`config.mk`:
```
export PLATFORM = sky130hd
export DESIGN_NAME = cgr_cell
export DESIGN_NICKNAME = d
export VERILOG_FILES = /design/src/rtl/core/cgr_pkg.sv /design/src/rtl/core/cgr_cell.sv
export SDC_FILE = /design/constraint.sdc
export NUM_CORES = 1
export LEC_CHECK = 0
export BUFFER_PORTS_ARGS = -buffer_cell sky130_fd_sc_hd__buf_2
export CAP_MARGIN = 10
export CORE_AREA = 2 2 296 298
export DETAILED_ROUTE_END_ITERATION = 7
export DIE_AREA = 0 0 298 300
export GPL_TIMING_DRIVEN = 0
export SYNTH_ARGS = -nofsm -noshare
export SYNTH_HDL_FRONTEND = slang
export SYNTH_SLANG_ARGS = --single-unit
```
`constraint.sdc`:
```
create_clock -name clk -period 4.7 [get_ports clk]
set_clock_uncertainty 0.15 [all_clocks]
set_input_delay 0.47 -clock clk [delete_from_list [all_inputs] [get_ports clk]]
set_output_delay 0.47 -clock clk [all_outputs]
set_load 0.02 [all_outputs]
```
`src/rtl/core/cgr_pkg.sv`:
```
package cgr_pkg;

	localparam int PLACE_W = 16;
	localparam int SLOT_W  = 4;
	localparam int OUT_W   = 15;
	localparam int NCH     = 4;
	localparam int CLAMP_W = 40;

	// request kinds
	localparam logic KIND_WRITE = 1'b0;
	localparam logic KIND_QUERY = 1'b1;

	// color sets carried along the chain
	localparam int SEL_LB = 0;
	localparam int SEL_UA = 1;
	localparam int SEL_MN = 2;
	localparam int SEL_MX = 3;
	localparam int NSEL   = 4;

	localparam logic [OUT_W-1:0] OUT_MAX = '1;

	typedef struct packed {
		logic               lb_ok;
		logic [PLACE_W-1:0] lb_place;
		logic               ua_ok;
		logic [PLACE_W-1:0] ua_place;
		logic               mn_ok;
		logic [PLACE_W-1:0] mn_place;
		logic               mx_ok;
		logic [PLACE_W-1:0] mx_place;
	} cand_t;

	function automatic logic [OUT_W-1:0] clamp_out(input logic signed [CLAMP_W-1:0] v);
		logic signed [CLAMP_W-1:0] lim;
		lim = signed'({{(CLAMP_W-OUT_W){1'b0}}, OUT_MAX});
		if (v < 0) begin
			return '0;
		end else if (v > lim) begin
			return OUT_MAX;
		end else begin
			return v[OUT_W-1:0];
		end
	endfunction

endpackage

```
`src/rtl/core/cgr_cell.sv`:
```
module cgr_cell #(
	parameter int CB  = 16
) (
	input  logic                                            clk,
	input  logic                                            arst_n,
	input  logic                                            wr_en,
	input  logic                                            wr_used,
	input  logic [cgr_pkg::PLACE_W-1:0]                     wr_place,
	input  logic [cgr_pkg::NCH-1:0][CB-1:0]                 wr_rgba,
	input  logic                                            tok_in,
	input  logic [cgr_pkg::PLACE_W-1:0]                     q_in,
	input  cgr_pkg::cand_t                                  cand_in,
	input  logic [cgr_pkg::NSEL-1:0][cgr_pkg::NCH-1:0][CB-1:0] sel_in,
	output logic                                            tok_out,
	output logic [cgr_pkg::PLACE_W-1:0]                     q_out,
	output cgr_pkg::cand_t                                  cand_out,
	output logic [cgr_pkg::NSEL-1:0][cgr_pkg::NCH-1:0][CB-1:0] sel_out
);

	logic                              used_q;
	logic [cgr_pkg::PLACE_W-1:0]       place_q;
	logic [cgr_pkg::NCH-1:0][CB-1:0]   rgba_q;
	logic                              tok_q;
	logic [cgr_pkg::PLACE_W-1:0]       q_q;
	cgr_pkg::cand_t                    cand_q;
	logic [cgr_pkg::NSEL-1:0][cgr_pkg::NCH-1:0][CB-1:0] sel_q;

	cgr_pkg::cand_t                    cand_nxt;
	logic [cgr_pkg::NSEL-1:0][cgr_pkg::NCH-1:0][CB-1:0] sel_nxt;

	// strict compares keep the lowest slot among equal places
	always_comb begin
		cand_nxt = cand_in;
		sel_nxt  = sel_in;
		if (used_q) begin
			if (place_q < q_in && (!cand_in.lb_ok || place_q > cand_in.lb_place)) begin
				cand_nxt.lb_ok    = 1'b1;
				cand_nxt.lb_place = place_q;
				sel_nxt[cgr_pkg::SEL_LB] = rgba_q;
			end
			if (place_q >= q_in && (!cand_in.ua_ok || place_q < cand_in.ua_place)) begin
				cand_nxt.ua_ok    = 1'b1;
				cand_nxt.ua_place = place_q;
				sel_nxt[cgr_pkg::SEL_UA] = rgba_q;
			end
			if (!cand_in.mn_ok || place_q < cand_in.mn_place) begin
				cand_nxt.mn_ok    = 1'b1;
				cand_nxt.mn_place = place_q;
				sel_nxt[cgr_pkg::SEL_MN] = rgba_q;
			end
			if (!cand_in.mx_ok || place_q > cand_in.mx_place) begin
				cand_nxt.mx_ok    = 1'b1;
				cand_nxt.mx_place = place_q;
				sel_nxt[cgr_pkg::SEL_MX] = rgba_q;
			end
		end
	end

	always_ff @(posedge clk or negedge arst_n) begin
		if (!arst_n) begin
			used_q <= 1'b0;
			tok_q  <= 1'b0;
		end else begin
			tok_q <= tok_in;
			if (wr_en) begin
				used_q <= wr_used;
			end
		end
	end

	always_ff @(posedge clk) begin
		q_q    <= q_in;
		cand_q <= cand_nxt;
		sel_q  <= sel_nxt;
		if (wr_en && wr_used) begin
			place_q <= wr_place;
			rgba_q  <= wr_rgba;
		end
	end

	assign tok_out  = tok_q;
	assign q_out    = q_q;
	assign cand_out = cand_q;
	assign sel_out  = sel_q;

endmodule

```
# Word-level counts from Yosys, hierarchy flattened
# Cells that the tools add are included.
# Widths: inputs -> output; s select.
# word_totals
out_inout_bits,341
inputBits,425
reg_bits,422
word_cells,59
# classes
mux,10
order_cmp,6
reduce_logical,11
# op_table
operator,n
$mux 256,1
$mux 64,4
$mux 17,4
$mux 68,1
$lt 16x16->1,3
$gt 16x16->1,2
$ge 16x16->1,1
$logic_not 1->1,4
$logic_or 1x1->1,4
$logic_and 1x1->1,3

# Logic depth before layout (Yosys ltp)
# depth
word_depth,5
mapped_depth,11
mapped_depth_nobuf,8

# Least setup slack after synthesis
# Ideal clock, no wire load.
# synth_timing
path_type,input -> register
startpoint,in wr_used
endpoint,"reg place_q[0] in the netlist's numbering, enable pin"
stages,1
slack_ns,1.770
required_time_ns,4.103
t_arrival_ns,2.333
path_buffers,0
setup_time_ns,0.447
path_cell_list,and2_1
# synth_between
elab_chain_len,1
# synth_lines
element,line,text
"start, declared",cgr_cell.sv:7,"input logic wr_used,"
$logic_and 1x1->1,cgr_cell.sv:75,if (wr_en && wr_used) begin
"end signal, assigned",cgr_cell.sv:76,place_q <= wr_place;
"end, declared",cgr_cell.sv:21,logic [cgr_pkg::PLACE_W-1:0] place_q;
# No other way between the ends.
# A chain may end at the register's enable or synchronous reset.

==> flow_summary_export.csv <==
group,metric,value,unit
floorplan,ioPinCount,766,
floorplan,coreArea,86200,um2
critical_path,critical_path_arrival,4.61,ns
synthesis,synth.distinct_cells,46,
synthesis,synth-seq-cells,422,
sta,post-route-min-period,4.32,ns
grt,grt_usage,23.0,%
sta,rsz0062_at_grt,"no",
critical_path,crit_fanout,11,
min_path,hold_class,"input port to flip-flop",
clock_network,h-tree-depth,2,
drt,first_pass_iters,7,
final_layout,final_util,38.0,%
drt,vias_per_cell,4.99,
grt,grt_max_degree,45,
final_layout,multi_input_area,10400,um2
power_and_ir_drop,power_density,369,nW/um2
grt,antenna_found_initial,22,
synthesis,synth_nets,2618,
clock_network,cts_setup_buffers,0,
final_layout,fin_nets,3852,
final_layout,layout-area-overhead-vs-synth,53.6,%
outcome,status,"completed",
synthesis,ys.flop_type,"dfxtp_1",
clock_network,cts_root_buffer,"clkbuf_16",
sta,fin_crit_sh,92.0,%
floorplan,row_count,108,
synthesis,async_flop_share,0.474,%
power_and_ir_drop,p_leak,14.2,nW
drt,final_antenna_net_count,0,
grt,grt_pass1_vias,22983,
clock_network,clk_latency,0.61,ns
critical_path,critPathCaptureType,"flip-flop",
floorplan,initial_core_util,24.7,%
final_layout,final_area,32800,um2
sta,setup-tns-final,0,ns
clock_network,clock_tree.buffer_depth,3,
final_layout,register_area,9260,um2
sta,hold_viol_final,0,
drt,drt_first_iter_violations,1791,
job,drv_cap,0,
drt,drc,0,
power_and_ir_drop,ir_worst_vdd,315,uV
min_path,min_path_cells,3,
synthesis,synthCells,2115,
placed_design,io_buffers,763,
placed_design,dp_hpwl,80500,um
critical_path,startpoint_type,"flip-flop",
drt,routed-via-count,22707,
clock_network,cts_buffers,52,
sta,worst_pin_slew,1.30,ns
synthesis,synth_edf_count,80,
grt,busiest_layer,"met2",
synthesis,synthesis.area,21300,um2
clock_network,clock-sinks,422,
final_layout,drive_above_1_share,33.5,%
critical_path,r2r_cells,7,
synthesis,syn-mean-instance-area,10.1,um2
synthesis,yosysWarnings,0,
clock_network,cts-resized-gates,0,
synthesis,synth_top_cell_by_area,"dfxtp_1",
clock_network,tritoncts,"done",
grt,grt_pass1_wl,153000,um
sta,max_freq,0.231,GHz
sta,finalWorstSetupSlack,0.378,ns
floorplan,die_y,300,um
synthesis,synth_top_area_share,31.9,%
sta,slew_viol_final,0,
drt,wl_per_cell,23.5,um
drt,totalWireLength,107000,um
placed_design,place_area,26800,um2
sta,setup_viol,0,
final_layout,n_fill_cell,8487,
clock_network,cts_hold_buf,402,
grt,met2_usage,39.2,%
critical_path,path_class,"flip-flop to flip-flop",
placed_design,place_congestion,0.910,
critical_path,cp.required,4.99,ns
sta,slew_headroom,13.2,%
clock_network,clkTransAtPathRegs,0.06,ns
grt,grt_overflow_total,0,
floorplan,die_w,298,um
placed_design,pre_cts_ws,0.360,ns
grt,met3_usage,6.74,%
floorplan,dieArea,89400,um2
synthesis,seq_area_frac_synth,43.4,%
synthesis,synth.area.top_cells,"dfxtp_1 (32%), edfxtp_1 (11%), o311ai_4 (9.9%), mux2_2 (7.4%), nand4_1 (5.1%)",
grt,grtUsageMet1,26.9,%
==> critical path: stages (launching register included) <==
cell and delay, ns:
dfrtp_1 0.71, clkbuf_1 0.96, clkbuf_1 0.58, buf_2 0.65, buf_1 0.51, o22ai_1 0.17
a31oi_1 0.20, nand3_1 0.18
==> worst paths after layout <==
kind / startpoint / endpoint / slack (ns)
max: used_q$_DFFE_PN0P_ / cand_out[5]$_DFF_P_ / 0.38
min reg2reg: rgba_q[5]$_DFFE_PP_ / sel_out[5]$_DFF_P_ / 0.46
min in group asynchronous: arst_n / tok_out$_DFF_PN0_ / 0.56
min: sel_in[234] / sel_out[234]$_DFF_P_ / 0.04
max in group asynchronous: arst_n / used_q$_DFFE_PN0P_ / 3.72
max reg2reg: used_q$_DFFE_PN0P_ / cand_out[5]$_DFF_P_ / 0.38
==> per-layer routing <==
metal / wire [um] / up-vias
li1: - / 10338
met1: 41100 / 10924
met2: 51700 / 1183
met3: 9780 / 240
met4: 4400 / 22
met5: 143 / -
==> power by group <==
part | internal, mW | switching [mW] | leakage [nW]
registers | 4.15 | 0.214 | 3.64
logic | 1.33 | 2.09 | 9.64
clock network | 2.55 | 1.74 | 0.878
total | 8.03 | 4.05 | 14.2
==> cell usage after synthesis (2+ instances only) <==
| master | instances |
|---|---|
| dfxtp_1 | 340 |
| nand2_1 | 220 |
| inv_1 | 208 |
| nand4_1 | 174 |
| a31oi_1 | 160 |
| clkbuf_1 | 141 |
| mux2_2 | 140 |
| o21ai_0 | 140 |
| nand3_1 | 85 |
| a211o_1 | 80 |
| edfxtp_1 | 80 |
| o311ai_4 | 80 |
| ha_1 | 78 |
| o22ai_1 | 32 |
| buf_2 | 31 |
| a21oi_1 | 30 |
| mux2_1 | 21 |
| a21o_1 | 10 |
| buf_1 | 10 |
| buf_12 | 8 |
| nor2b_1 | 5 |
| nand2b_1 | 4 |
| nor2_1 | 4 |
| and3_1 | 3 |
| nor4_1 | 3 |
| o211ai_1 | 3 |
| a2111o_1 | 2 |
| a211oi_1 | 2 |
| buf_6 | 2 |
| dfrtp_1 | 2 |
| or2_2 | 2 |
==> flip-flops by register name, indices dropped and copies added, names as in the netlist <==
| signal | count |
|---|---|
| place_q | 16 |
| cand_out | 68 |
| q_out | 16 |
| rgba_q | 64 |
| sel_out | 256 |
| tok_out | 1 |
| used_q | 1 |
==> stage by stage <==
| step | power (mW) | instances | hold WS [ns] |
|---|---|---|---|
| after floorplan | 6.20 | 2115 | 0.0244 |
| after detailed placement | 7.52 | 4043 | 0.112 |
| after global placement | 7.47 | 4033 | 0.111 |
| after global routing | 12.6 | 4549 | 0.0296 |
| after CTS | 12.1 | 4541 | 0.000897 |
| final | 12.1 | 4555 | 0.0386 |
==> kinds of logic after synthesis <==
logic type / Yosys count / share of synthesized area [%]
DFF: 422 / 43.4
AOI/OAI and AO/OA: 548 / 23.8
muxes: 161 / 8.50
and+or+nand+nor: 506 / 11.8
buffers and inverters: 400 / 7.90
adders and majority gates: 78 / 4.58
==> layout make-up <==
class / instances / share of cell area (%)
Sequential cell: 422 / 28.3
Inverter: 208 / 2.38
Buffer: 192 / 2.77
Clock inverter: 20 / 0.783
Tap cell: 1155 / 4.41
Clock buffer: 76 / 4.78
Timing Repair Buffer: 1180 / 24.7
Antenna cell: 9 / 0.0687
Multi-Input combinational cell: 1293 / 31.8
==> layout by cell type (no fill, tap or decap), types with 4 or more instances in the layout <==
cell type,count
buf_2,794
dlygate4sd3_1,402
dfxtp_1,340
nand2_1,220
inv_1,208
nand4_1,174
a31oi_1,160
clkbuf_1,150
o21ai_0,140
mux2_2,140
nand3_1,85
o311ai_4,80
a211o_1,80
edfxtp_1,80
ha_1,78
clkbuf_16,57
o22ai_1,32
a21oi_1,30
mux2_1,21
a21o_1,10
buf_1,10
buf_8,10
diode_2,9
buf_12,8
clkbuf_8,7
nor2b_1,5
inv_6,5
nand2b_1,4
nor2_1,4
clkinvlp_4,4
bufinv_16,4
Power figures use the tool's default switching activity.
