[src/rtl/core/cgr_pkg.sv]
package cgr_pkg;

	localparam int PLACE_W = 16;
	localparam int SLOT_W  = 4;
	localparam int OUT_W   = 15;
	localparam int NCH     = 4;
	localparam int CLAMP_W = 40;

	// request kinds
	localparam logic KIND_WRITE = 1'b0;
	localparam logic KIND_QUERY = 1'b1;

	// color sets carried along the chain
	localparam int SEL_LB = 0;
	localparam int SEL_UA = 1;
	localparam int SEL_MN = 2;
	localparam int SEL_MX = 3;
	localparam int NSEL   = 4;

	localparam logic [OUT_W-1:0] OUT_MAX = '1;

	typedef struct packed {
		logic               lb_ok;
		logic [PLACE_W-1:0] lb_place;
		logic               ua_ok;
		logic [PLACE_W-1:0] ua_place;
		logic               mn_ok;
		logic [PLACE_W-1:0] mn_place;
		logic               mx_ok;
		logic [PLACE_W-1:0] mx_place;
	} cand_t;

	function automatic logic [OUT_W-1:0] clamp_out(input logic signed [CLAMP_W-1:0] v);
		logic signed [CLAMP_W-1:0] lim;
		lim = signed'({{(CLAMP_W-OUT_W){1'b0}}, OUT_MAX});
		if (v < 0) begin
			return '0;
		end else if (v > lim) begin
			return OUT_MAX;
		end else begin
			return v[OUT_W-1:0];
		end
	endfunction

endpackage

[src/rtl/core/cgr_div.sv]
module cgr_div #(
	parameter int CB = 16
) (
	input  logic                              clk,
	input  logic                              arst_n,
	input  logic                              start,
	input  logic [CB-1:0]                     a,
	input  logic [CB-1:0]                     b,
	input  logic [cgr_pkg::PLACE_W-1:0]       off,
	input  logic [cgr_pkg::PLACE_W-1:0]       span,
	output logic                              done,
	output logic [cgr_pkg::OUT_W-1:0]         res
);

	localparam int DW = cgr_pkg::PLACE_W + 1;
	localparam int NW = cgr_pkg::PLACE_W + CB + 2;
	localparam int MW = cgr_pkg::PLACE_W + CB + 1;
	localparam int PW = cgr_pkg::PLACE_W + CB + 2;
	localparam int QW = CB + 2;
	localparam int CW = $clog2(NW + 1);

	typedef enum logic [1:0] {D_IDLE, D_MUL, D_DIV, D_FIN} dstate_t;

	dstate_t                       state_q;
	logic signed [CB-1:0]          a_q;
	logic signed [CB:0]            diff_q;
	logic [cgr_pkg::PLACE_W-1:0]   off_q;
	logic [cgr_pkg::PLACE_W-1:0]   span_q;
	logic                          neg_q;
	logic [NW-1:0]                 num_q;
	logic [DW-1:0]                 den_q;
	logic [DW-1:0]                 rem_q;
	logic [NW-1:0]                 quo_q;
	logic [CW-1:0]                 cnt_q;
	logic                          done_q;
	logic [cgr_pkg::OUT_W-1:0]     res_q;

	logic signed [PW-1:0]          prod;
	logic [MW-1:0]                 mag;
	logic [DW:0]                   trial;
	logic                          qbit;
	logic [DW-1:0]                 rem_nxt;
	logic signed [cgr_pkg::CLAMP_W-1:0] a_ext;
	logic signed [cgr_pkg::CLAMP_W-1:0] q_ext;
	logic signed [cgr_pkg::CLAMP_W-1:0] v;

	always_comb begin
		prod = signed'({1'b0, off_q}) * diff_q;
		mag  = prod[PW-1] ? MW'(-prod) : MW'(prod);
		// one restoring step per cycle
		trial = {rem_q, num_q[NW-1]};
		qbit  = trial >= {1'b0, den_q};
		rem_nxt = qbit ? DW'(trial - {1'b0, den_q}) : trial[DW-1:0];
		a_ext = {{(cgr_pkg::CLAMP_W-CB){a_q[CB-1]}}, a_q};
		q_ext = signed'({{(cgr_pkg::CLAMP_W-QW){1'b0}}, quo_q[QW-1:0]});
		v = neg_q ? a_ext - q_ext : a_ext + q_ext;
	end

	always_ff @(posedge clk or negedge arst_n) begin
		if (!arst_n) begin
			state_q <= D_IDLE;
			done_q  <= 1'b0;
		end else begin
			done_q <= 1'b0;
			case (state_q)
				D_IDLE: begin
					if (start) begin
						state_q <= D_MUL;
					end
				end
				D_MUL: begin
					state_q <= D_DIV;
				end
				D_DIV: begin
					if (cnt_q == CW'(1)) begin
						state_q <= D_FIN;
					end
				end
				D_FIN: begin
					done_q  <= 1'b1;
					state_q <= D_IDLE;
				end
				default: begin
					state_q <= D_IDLE;
				end
			endcase
		end
	end

	always_ff @(posedge clk) begin
		case (state_q)
			D_IDLE: begin
				a_q    <= a;
				diff_q <= signed'({b[CB-1], b}) - signed'({a[CB-1], a});
				off_q  <= off;
				span_q <= span;
			end
			D_MUL: begin
				neg_q <= prod[PW-1];
				// rounding: (2|num| + span) / (2 span)
				num_q <= NW'({mag, 1'b0}) + NW'(span_q);
				den_q <= {span_q, 1'b0};
				rem_q <= '0;
				quo_q <= '0;
				cnt_q <= CW'(NW);
			end
			D_DIV: begin
				rem_q <= rem_nxt;
				num_q <= {num_q[NW-2:0], 1'b0};
				quo_q <= {quo_q[NW-2:0], qbit};
				cnt_q <= cnt_q - CW'(1);
			end
			D_FIN: begin
				res_q <= cgr_pkg::clamp_out(v);
			end
			default: begin
				res_q <= res_q;
			end
		endcase
	end

	assign done = done_q;
	assign res  = res_q;

endmodule

[config.mk]
export PLATFORM = sky130hd
export DESIGN_NAME = cgr_div
export DESIGN_NICKNAME = d
export VERILOG_FILES = /design/src/rtl/core/cgr_pkg.sv /design/src/rtl/core/cgr_div.sv
export SDC_FILE = /design/constraint.sdc
export NUM_CORES = 1
export LEC_CHECK = 0
export ABC_AREA = 1
export CAP_MARGIN = 20
export CORE_MARGIN = 2
export CORE_UTILIZATION = 45
export CTS_CLUSTER_DIAMETER = 40
export DETAILED_ROUTE_END_ITERATION = 6
export DONT_BUFFER_PORTS = 1
export PLACE_DENSITY = 0.69
export SLEW_MARGIN = 0
export SYNTH_ARGS = -nofsm -noshare
export SYNTH_HDL_FRONTEND = slang
export SYNTH_SLANG_ARGS = --single-unit
[constraint.sdc]
create_clock -name clk -period 7.7 [get_ports clk]
set_input_delay 0 -clock clk [delete_from_list [all_inputs] [get_ports clk]]
set_output_delay 0 -clock clk [all_outputs]
set_load 0.02 [all_outputs]
# Yosys cells after proc, flatten, opt, wreduce, memory -nomap -nowiden
# Cells that the tools add are included.
[totals]
ram_bits = 0
ff_bits = 175
latch_bits = 0
in_bits = 67
word_cells = 45
romBits = 0
mem_count = 0
[op_classes]
n_eq_ne = 6
n_shift = 0
add_sub_neg = 7
div = 0
bitwise_logic = 0
reduce_logical = 3
multipliers = 1
n_lt_le_gt_ge = 3
n_mux = 12
[ops]
columns = ["op", "count"]
rows = [
  ["$pmux 34 s2", 1],
  ["$gt 40x16->1 const B", 1],
  ["$lt 40x1->1 const B", 1],
  ["$mux 40", 1],
  ["$pmux 18 s2", 1],
  ["$add 34x16->34", 1],
  ["$mul 17x17->34", 1],
  ["$pmux 17 s2", 1],
  ["$mux 33", 1],
  ["$neg 33->33", 1],
  ["$add 16x19->20", 1],
  ["$sub 16x19->20", 1],
  ["$ge 18x17->1", 1],
  ["$mux 17", 1],
  ["$sub 16x16->17", 1],
  ["$sub 17x17->17", 1],
  ["$mux 15", 1],
  ["$pmux 6 s2", 1],
  ["$pmux 2 s4", 1],
  ["$eq 6x1->1 const B", 1],
  ["$sub 6x1->6 const B", 1],
  ["$eq 2x2->1 const B", 2],
  ["$mux 2", 2],
  ["$ne 2x2->1 const B", 2],
  ["other kinds (5)", 5],
]

# Logic depth before layout (Yosys ltp)
# Gate-level depths: netlist of run 1.
[logic_depth]
word_depth = 5
ltp_mapped = 52

# Worst setup path before layout of run 1
# OpenSTA, ideal clock, no wires.
[synth_path]
kind = "register -> register"
startpoint = "register off_q[5] in the netlist's numbering"
endpoint = "register num_q[25] (data pin)"
n_path_buf = 5
setup_ns = 0.264
path_stages_with_launch = 45
t_arrival_ns = 7.762
slack_ns = -0.327
cell_sequence = "edfxtp_1 -> clkbuf_1 -> clkbuf_1 -> nand2_1 -> fa_1 -> inv_1 -> fa_1 -> inv_1 -> fa_1 -> inv_1 -> fa_1 -> fa_1 -> inv_1 -> fa_1 -> inv_1 -> ha_1 -> nand2_2 -> inv_2 -> [... 9 more ...] -> buf_4 -> buf_2 -> o21ai_0 -> fa_1 -> nand2_1 -> o21ai_1 -> inv_1 -> nor2_1 -> nor2_1 -> o21ai_1 -> a21boi_0 -> o21ai_1 -> nand3_1 -> nand2_2 -> nand3_1 -> nor2_4 -> xor2_1 -> o21ai_1"
[synth_rtl]
columns = ["element", "line_no", "source"]
rows = [
  ["start: declaration", "cgr_div.sv:27", "logic [cgr_pkg::PLACE_W-1:0] off_q;"],
  ["start signal: assignment", "cgr_div.sv:95", "off_q <= off;"],
  ["$mul 17x17->34", "cgr_div.sv:48", "prod = signed'({1'b0, off_q}) * diff_q;"],
  ["named net prod[33]", "cgr_div.sv:38", "logic signed [PW-1:0] prod;"],
  ["$mux 33", "cgr_div.sv:49", "mag = prod[PW-1] ? MW'(-prod) : MW'(prod);"],
  ["$add 34x16->34", "cgr_div.sv:101", "num_q <= NW'({mag, 1'b0}) + NW'(span_q);"],
  ["$pmux 34 s2", "cgr_div.sv:91", "case (state_q)"],
  ["end signal: assignment", "cgr_div.sv:101", ""],
  ["end signal: assignment", "cgr_div.sv:109", "num_q <= {num_q[NW-2:0], 1'b0};"],
  ["end: declaration", "cgr_div.sv:30", "logic [NW-1:0] num_q;"],
]
# The timed path passes the listed nets, and every way through them passes these cells.
# A chain may end at the register's enable or synchronous reset.

# Worst setup path in the final report of run 1
[layout_path]
startpoint = "register diff_q[7]"
endpoint = "register num_q[8] (data pin)"
[layout_via]
elab_chain_len = 5
[layout_lines]
columns = ["element", "line_no", "source"]
rows = [
  ["start: declaration", "cgr_div.sv:26", "logic signed [CB:0] diff_q;"],
  ["start signal: assignment", "cgr_div.sv:94", "diff_q <= signed'({b[CB-1], b}) - signed'({a[CB-1], a});"],
  ["$mul 17x17->34 *", "cgr_div.sv:48", ""],
  ["$neg 33->33", "cgr_div.sv:49", ""],
  ["$mux 33 *", "cgr_div.sv:49", ""],
  ["$add 34x16->34 *", "cgr_div.sv:101", ""],
  ["$pmux 34 s2 *", "cgr_div.sv:91", ""],
]
# Mark *: on every way between the ends. The rest lies on a longest branch, timed or not.

==> out/qor.yml, run 1 <==
status:
  status: "finished, violations left"
  violations: "setup timing"
sta:
  setup_ws_ns: -0.08392
  rsz0062_at_grt: "true"
  skew_ns: 0.02572
  timing.fmax_mhz: 128.5
  final.setup.tns_ns: -0.1440
  slew_viol_final: 0
  tightest_slew_ns: 1.138
  setup_viol_count_final: 6
  fin_crit_ns: 7.784
  relSlewSlack: 0.2403
  finalHoldViolCount: 0
  min_period_over_period: 1.011
setup_path:
  cp.buffers_inverters: 21
  critical_path.most_common_cell: "buf_4"
  critPathMaxStageDelay_ns: 0.55
  worstReg2RegStart: "diff_q[7]"
  crit_path_top_delay_cell: "fa_1"
  worst-path-stages: 45
  critPathLaunchType: "register"
  required_ns: 8.05
  reg2reg_depth: 45
  crit_arrival_ns: 8.13
  path_class: "register to register"
  crit_path_end_kind: "register"
  r2r_slack_ns: -0.08
  path_delay_family: "adder cells"
  crit_fanout: 4
  timing.rr.end: "num_q[8]"
finish:
  stdcell_count: 3667
  synthToLayoutAreaGrowth_pct: 19.68
  nets: 3522
  drive_above_1_share: 0.1773
  fill_cells: 4163
  utilization: 0.5487
  num_antenna_cells: 0
synth:
  netlist_area_sq_um: 21980
  synth_seq_area_share: 0.2384
  syn_avg_cell_area_sq_um: 7.816
  ys_dominant_reg_cell: "edfxtp_1"
  synth_edf_count: 172
  synth_area_leader_cell: "edfxtp_1"
  synth-xor-area-share: 0.03546
  synth_nets: 3295
  synth_area_leaders: "edfxtp_1 23%, fa_1 19%, nand2_1 13%"
  synth.most_common_cell: "nand2_1"
  synthCells: 2812
  synth_cell_types: 50
  synth_top_family_by_area: "adder cells"
  synthMuxAreaShare: 0
  synth_fa_ha_area_frac: 0.3096
  ys_warn_count: 0
  ys_async_sr_fraction: 0.01714
  synth_commonest_cells: "744 x nand2_1, 686 x inv_1, 213 x fa_1"
  synthSimpleGateAreaFrac: 0.2240
  ys_ff_latch: 175
  synth_top_cell_area_share: 0.2350
  synth_compound_area_frac: 0.05402
clocking:
  cts_root_buf: "clkbuf_16"
  clk_latency_ns: 0.50
  tritoncts: "done"
  clk_path_buf_depth: 2
  htree_num_levels: 4
  clock_sinks: 175
  clkTransAtPathRegs_ns: 0.07
  cts_made_buffers: 17
floorplan:
  ios: 83
  die_h_um: 225.0
  row_count: 80
  dieArea_sq_um: 50630
  initial_core_util: 0.4584
  coreArea_sq_um: 47950
  die_w_um: 225.0
min_path:
  hp-start: "a[1]"
  hold_path_class: "input pin to register"
  holdPathEnd: "diff_q[3]"
  hold-path-cell-count: 4
drt:
  drt_wl_total_um: 54660
  drc: 0
  antenna_left: 0
  via_per_inst: 5.014
  via_count: 18385
  drtPass1Iterations: 5
  dr.first_iter.drc_count: 1044
  routedWlPerCell_um: 14.91
global_route:
  grt_max_degree: 83
  grt_remaining_overflow: 0
  grt_pass1_wl_um: 89840
  antenna_found_initial: 0
  grt_pass1_vias: 19056
  grt_usage: 0.2219
placement:
  place.gp.congestion: 0.9208
  post-place-ws_ns: -0.2494
  io_buffers: 0
  dp.final_hpwl_um: 41640
  numPlacedInstances: 3493
run:
  cap_viol_max_count: 0
-- worst max path at each step --
stage	startpoint	to	slack, ns
after floorplan	off_q[4]	num_q[32]	0.0004
after global placement	diff_q[7]	num_q[33]	-0.13
after detailed placement	diff_q[7]	num_q[25]	-0.25
after CTS	diff_q[7]	num_q[25]	0.002
after global routing	diff_q[7]	num_q[8]	-0.40
final	diff_q[7]	num_q[8]	-0.08
-- kinds of logic after synthesis --
family,Yosys count
AOI/OAI and AO/OA,208
xor gates and xnor gates,89
adders and majority gates,416
buffers and inverters,800
DFF,175
and+or+nand+nor,1124
-- metal layers --
metal | track usage | wire (um) | part of all wire | up-vias
met5 | 0 | 0 | 0 | -
met4 | 0.08759 | 1851 | 0.034 | 0
met3 | 0.03729 | 2866 | 0.052 | 139
met2 | 0.3987 | 27390 | 0.50 | 561
met1 | 0.2637 | 22550 | 0.41 | 8743
li1 | - | - | - | 8942
-- sequential cells by signal, summed over array words and instances, names as in the netlist --
name	count
den_q	16
rem_q	17
num_q	34
off_q	16
done	1
state_q	2
span_q	16
a_q	16
res	15
cnt_q	6
diff_q	17
neg_q	1
quo_q	18
-- tightest hold or removal path, delay by kind of cell --
kind	cells	cell delay [ns]
buffers and inverters	1	0.04
XOR/XNOR	1	0.15
adder cells (fa/ha/maj)	1	0.13
AO/OA/AOI/OAI	1	0.09
-- stage by stage --
step / area, sq um / hold slack, ns
5_1_grt: 26310 / 0.05488
4_1_cts: 25570 / 0.003554
6_report: 26310 / 0.02682
3_5_place_dp: 23700 / -0.2955
3_3_place_gp: 23700 / -0.2955
2_1_floorplan: 22170 / -0.2956
-- area by class of cell --
type                    instances  area [sq um]  area share
inverters                     710          2670      0.1015
clock buffers                  18         439.2     0.01669
multi-input cells            1837         14420      0.5480
repair buffers                298          2600     0.09883
well taps                     615         769.5     0.02925
flip-flops and latches        175          5240      0.1992
clock inverters                14         171.4    0.006516
-- cell usage in the layout (no fill, tap or decap), types with 6 or more instances in the layout --
master / n
nand2_1: 709
inv_1: 648
fa_1: 203
buf_4: 201
ha_1: 178
edfxtp_1: 172
nand3_1: 109
nor2_1: 98
a21oi_1: 92
nand2_2: 67
dlygate4sd3_1: 67
xor2_1: 61
inv_2: 58
o21ai_0: 46
xnor2_1: 26
ha_4: 24
buf_6: 20
nor3_1: 19
nand2_4: 18
clkbuf_16: 18
nand3_2: 16
or2_2: 15
nor2_2: 15
nor2_4: 14
nand4_1: 14
o21bai_1: 12
o21ai_1: 10
fa_2: 10
nand3b_1: 9
a31oi_1: 8
a21o_1: 7
nand3_4: 7
buf_12: 7
inv_6: 6
o21ai_2: 6
-- timing repair --
item                                    CTS  global route
hold endpoints to repair                 66             0
resized for setup                        51           145
pin swaps                                61           107
setup buffers                            41            30
gates cloned                              1             2
endpoints found under the setup margin   18            26
hold buffers                             67             0
Power of run 1 is left out: the tool's default activity adds up to more than one toggle a clock period on the data nets, which glitch-free logic cannot reach.
==> run 2: changes to the inputs <==
--- a/config.mk
+++ b/config.mk
@@ -7,12 +7,14 @@
 export LEC_CHECK = 0
 export ABC_AREA = 1
 export CAP_MARGIN = 20
+export CELL_PAD_IN_SITES_DETAIL_PLACEMENT = 1
+export CELL_PAD_IN_SITES_GLOBAL_PLACEMENT = 2
 export CORE_MARGIN = 2
-export CORE_UTILIZATION = 45
+export CORE_UTILIZATION = 36
 export CTS_CLUSTER_DIAMETER = 40
 export DETAILED_ROUTE_END_ITERATION = 6
 export DONT_BUFFER_PORTS = 1
-export PLACE_DENSITY = 0.69
+export PLACE_DENSITY = 0.85
 export SLEW_MARGIN = 0
 export SYNTH_ARGS = -nofsm -noshare
 export SYNTH_HDL_FRONTEND = slang
==> run 2 against run 1 <==
The flow still finishes with violations (setup timing); highest routed layer is now met5; via count rose by 1.3%; critical endpoint is now num_q[21]; critical path depth is 2 lower; sequential cell count stayed put; core utilization shrank 11 points; maximum frequency is 3.2% lower; clock-buffer cell count down 1; clock skew fell by 0.0077 ns; wire length rose by 20%.
==> out/qor.yml, run 2 (synthesized netlist as in run 1, its figures left out) <==
min_path:
  hold_path_class: "input pin to register"
floorplan:
  coreArea_sq_um: 60360  # +26%
  initial_core_util: 0.3642  # -0.09427
  row_count: 90  # +13%
  ios: 83  # unchanged
  die_h_um: 251.1  # +12%
  die_w_um: 251.1  # +12%
  dieArea_sq_um: 63050  # +25%
sta:
  relSlewSlack: 0.2716  # +0.03129
  final.setup.tns_ns: -3.186  # -3.042 ns
  skew_ns: 0.01799  # -0.007723 ns
  finalHoldViolCount: 0  # unchanged
  setup_viol_count_final: 18  # +12
  timing.fmax_mhz: 124.3  # -3.2%
  tightest_slew_ns: 1.093  # -0.04568 ns
  setup_ws_ns: -0.3426  # -0.2587 ns
  holdWs_ns: 0.03266  # +0.005840 ns
  slew_viol_final: 0  # unchanged
  fin_crit_ns: 8.043  # +0.2587 ns
  min_period_over_period: 1.044  # +0.03360
  rsz0062_at_grt: "true"
global_route:
  grt_max_degree: 77  # -7.2%
  met3_usage: 0.03469  # -0.002602
  grt_pass1_wl_um: 108100  # +20%
  met2_usage: 0.4068  # +0.008061
  grt_pass1_vias: 20983  # +10%
  grt_busiest_layer: "met2"
  grt_usage: 0.2158  # -0.006166
  grt_use_met1: 0.2446  # -0.01911
  antenna_found_initial: 5  # +5
  grt_remaining_overflow: 0  # unchanged
setup_path:
  critPathMaxStageDelay_ns: 0.59  # +0.04 ns
  crit_path_top_delay_cell: "fa_2"
  path_delay_family: "adder cells"
  cp.buffers_inverters: 11  # -48%
  critPathLaunchType: "register"
  crit_path_end_kind: "register"
  crit_fanout: 5  # +1
  required_ns: 7.91  # -0.14 ns
  path_class: "register to register"
  crit_arrival_ns: 8.25  # +0.12 ns
  r2r_slack_ns: -0.34  # -0.26 ns
finish:
  reg_top3: "num_q x34, quo_q x18"
  final_cell_mix: "718 x nand2_1, 660 x inv_1, 207 x buf_4"
  mostFrequentLayoutCell: "nand2_1"
  drive_above_1_share: 0.1770  # -0.0002899
  synthToLayoutAreaGrowth_pct: 20.81
  largest_reg_flops: 34  # unchanged
  fill_cells: 7257  # +74%
  nets: 3527  # +0.14%
  regMostFlops: "num_q"
placement:
  dp.final_hpwl_um: 50670  # +22%
  place.gp.congestion: 0.8759  # -4.9%
  io_buffers: 0  # unchanged
drt:
  drc: 0  # unchanged
  drt_wl_total_um: 65500  # +20%
  via_per_inst: 4.850  # -3.3%
  antenna_left: 0  # unchanged
  via_count: 18632  # +1.3%
  dr.first_iter.drc_count: 687  # -34%
  routedWlPerCell_um: 17.05  # +14%
  drtPass1Iterations: 5  # unchanged
clocking:
  clock_sinks: 175  # unchanged
  cts_root_buf: "clkbuf_16"
  htree_num_levels: 4  # unchanged
  cts_made_buffers: 17  # unchanged
  clk_path_buf_depth: 2  # unchanged
  tritoncts: "done"
  clkTransAtPathRegs_ns: 0.09  # +0.02 ns
  clk_latency_ns: 0.48  # -0.02 ns
status:
  status: "finished, violations left"
  violations: "setup timing"
run:
  cap_viol_max_count: 0  # unchanged
[run 2: metrics by stage]
stage,util,setup slack (ns),area [sq um],cells
detailed placement,0.3969,-0.5203,23960,3675
global route,0.4398,-0.6521,26550,3839
global placement,0.3969,-0.3153,23960,3675
CTS,0.4347,0.0006972,26240,3825
floorplan,-,0.0003997,22170,2812
finish,0.4399,-0.3426,26550,3842
[run 2: worst paths after layout]
check	endpoint	from	cells past startpoint
setup / recovery	num_q[21]	off_q[6]	43
hold / removal	diff_q[16]	b[15]	3
setup reg to reg	num_q[21]	off_q[6]	43
hold reg to reg	den_q[10]	span_q[9]	0
max in group asynchronous	state_q[1]	arst_n	2
min in group asynchronous	done	arst_n	2
[run 2: worst reg2reg max path: cells and delay by family, from the launching register on]
| family | cells | cell delay, ns |
|---|---|---|
| fa+ha+maj | 8 | 3.64 |
| simple gates | 14 | 1.15 |
| compound gates | 8 | 1.08 |
| buf+inv | 11 | 1.07 |
| flops | 1 | 0.52 |
| xor+xnor | 2 | 0.34 |
[run 2: timing repair]
item                       in CTS  in global routing
pin swaps                     131                 28
hold endpoints to repair       62                  0
setup buffers                  58                 12
setup endpoints to repair      22                 23
hold buffers                   60                  0
gates resized for setup       140                 48
[run 2: final cells by class]
cell class	instances	area, sq um	area share
inverter	710	2673	0.1006
clock buffer	17	425.4	0.01602
timing repair buffer	303	2636	0.09928
multi-input combinational	1837	14410	0.5428
tap	782	978.4	0.03685
sequential	175	5240	0.1973
antenna	3	7.507	0.0002827
clock inverter	15	180.2	0.006785
[run 2: metal layers]
| metal | wire [um] | vias to the layer above |
|---|---|---|
| li1 | - | 8961 |
| met1 | 26320 | 9241 |
| met2 | 34600 | 302 |
| met3 | 2369 | 124 |
| met4 | 2176 | 4 |
| met5 | 27 | - |
Power of run 2 is left out for the same reason.
==> run 3: changes to the inputs <==
--- a/config.mk
+++ b/config.mk
@@ -9,6 +9,7 @@
 export CAP_MARGIN = 20
 export CELL_PAD_IN_SITES_DETAIL_PLACEMENT = 1
 export CELL_PAD_IN_SITES_GLOBAL_PLACEMENT = 2
+export CORE_ASPECT_RATIO = 1.25
 export CORE_MARGIN = 2
 export CORE_UTILIZATION = 36
 export CTS_CLUSTER_DIAMETER = 40
==> run 3 against run 2 <==
Sequential cell count stayed put; the run still ends with setup timing left; clock skew increased by 0.0057 ns; critical path type unchanged; clock-buffer cell count is the same; critical endpoint is now num_q[30]; worst hold slack got worse by 0.0020 ns; non-clock buffer count rose by 31.
==> out/qor.yml, run 3 (synthesized netlist as in run 1, its figures left out) <==
status:
  status: "finished, violations left"
  violations: "setup timing"
sta:
  timing.fmax_mhz: 127.1  # +2.2%
  relSlewSlack: 0.2766  # +0.005021
  holdWs_ns: 0.03071  # -0.001955 ns
  setup_ws_ns: -0.1670  # +0.1756 ns
  rsz0062_at_grt: "true"
  finalHoldViolCount: 0  # unchanged
  min_period_over_period: 1.022  # -0.02281
  fin_crit_ns: 7.867  # -0.1756 ns
  setup_viol_count_final: 14  # -4
  final.setup.tns_ns: -1.400  # +1.786 ns
  skew_ns: 0.02374  # +0.005747 ns
  tightest_slew_ns: 1.085  # -0.007532 ns
  slew_viol_final: 0  # unchanged
finish:
  fill_cells: 7262  # +0.069%
  largest_reg_flops: 34  # unchanged
  reg_top3: "num_q x34, quo_q x18"
  utilization: 0.4473  # +0.007397
  final_cell_mix: "707 x nand2_1, 637 x inv_1, 223 x buf_4"
  mostFrequentLayoutCell: "nand2_1"
  synthToLayoutAreaGrowth_pct: 23.20
  nets: 3558  # +0.88%
  drive_above_1_share: 0.1976  # +0.02063
  regMostFlops: "num_q"
global_route:
  grt_remaining_overflow: 0  # unchanged
  grt_pass1_wl_um: 109000  # +0.80%
  antenna_found_initial: 4  # -1
  grt_pass1_vias: 21365  # +1.8%
  grt_max_degree: 83  # +7.8%
  grt_usage: 0.2200  # +0.004178
setup_path:
  cp-startpoint: "off_q[4]"
  path_class: "register to register"
  worstReg2RegStart: "off_q[4]"
  critical_path.most_common_cell: "nand2_2"
  r2r_slack_ns: -0.17  # +0.18 ns
  critPathMaxStageDelay_ns: 0.54  # -0.05 ns
  timing.rr.end: "num_q[30]"
  crit_fanout: 4  # -1
  crit_arrival_ns: 8.11  # -0.14 ns
  required_ns: 7.94  # +0.03 ns
  critPathLaunchType: "register"
  reg2reg_depth: 46  # +7.0%
  crit_path_top_delay_cell: "fa_1"
  crit_path_end_kind: "register"
min_path:
  holdPathEnd: "diff_q[12]"
  hold_path_class: "input pin to register"
  hp-start: "a[12]"
  hold-path-cell-count: 3  # unchanged
floorplan:
  ios: 83  # unchanged
  die_w_um: 225.0  # -10%
  row_count: 101  # +12%
  initial_core_util: 0.3631  # -0.001046
  coreArea_sq_um: 60530  # +0.29%
  dieArea_sq_um: 63060  # about the same
  die_h_um: 280.3  # +12%
placement:
  dp.final_hpwl_um: 51930  # +2.5%
  post-place-ws_ns: -0.5652  # -0.04489 ns
  io_buffers: 0  # unchanged
  place.gp.congestion: 0.8621  # -1.6%
drt:
  drc: 0  # unchanged
  routedWlPerCell_um: 17.36  # +1.8%
  drt_wl_total_um: 67010  # +2.3%
  drtPass1Iterations: 5  # unchanged
  via_count: 18868  # +1.3%
  antenna_left: 0  # unchanged
  via_per_inst: 4.887  # +0.77%
  dr.first_iter.drc_count: 797  # +16%
clocking:
  clk_path_buf_depth: 2  # unchanged
  cts_root_buf: "clkbuf_16"
  tritoncts: "done"
  clk_latency_ns: 0.50  # +0.02 ns
  clkTransAtPathRegs_ns: 0.09  # about the same
  cts_made_buffers: 17  # unchanged
  htree_num_levels: 4  # unchanged
  clock_sinks: 175  # unchanged
run:
  cap_viol_max_count: 0  # unchanged
-- run 3: layout make-up --
cell class	count	area, sq um	area share
Tap cell	772	965.9	0.03567
Multi-Input combinational cell	1837	14560	0.5378
Timing Repair Buffer	334	2999	0.1108
Sequential cell	175	5240	0.1935
Antenna cell	2	5.005	0.0001848
Clock buffer	17	425.4	0.01571
Inverter	710	2678	0.09888
Clock inverter	14	202.7	0.007485
-- run 3: worst max path at each step --
stage                 to  cells after the start  slack (ns)
4_1_cts        num_q[30]                     48       -0.05
2_1_floorplan  num_q[32]                     46      0.0004
5_1_grt        num_q[32]                     49       -0.50
6_report       num_q[30]                     46       -0.17
3_5_place_dp   num_q[30]                     47       -0.57
3_3_place_gp   num_q[30]                     44       -0.44
-- run 3: what timing repair did --
action | 4_1_cts | 5_1_grt
hold buffers | 66 | 0
pin swaps | 129 | 81
resized for setup | 141 | 101
endpoints found under the hold margin | 67 | 0
setup endpoints to repair | 22 | 24
buffers inserted | 73 | 22
cloned | 1 | 0
-- run 3: routing by layer --
layer	vias up	wire, um	track usage
met5	-	10	0
met4	2	2095	0.06843
met3	140	1716	0.03330
met2	294	37000	0.4313
met1	9407	26200	0.2388
li1	9025	-	-
-- run 3: stage by stage --
stage / std cells / instance area, sq um
finish: 3861 / 27080
global route: 3861 / 27080
CTS: 3843 / 26590
detailed placement: 3672 / 24130
global placement: 3670 / 24070
floorplan: 2812 / 22170
-- run 3: critical path, delay by kind of cell, from the launching register on --
family	cells	cell delay, ns
AO/OA/AOI/OAI	2	0.34
XOR/XNOR	1	0.20
adder cells (fa/ha/maj)	8	3.61
buffers and inverters	11	0.86
flip-flops	1	0.49
AND/OR/NAND/NOR	24	2.08
Power of run 3 is left out for the same reason.
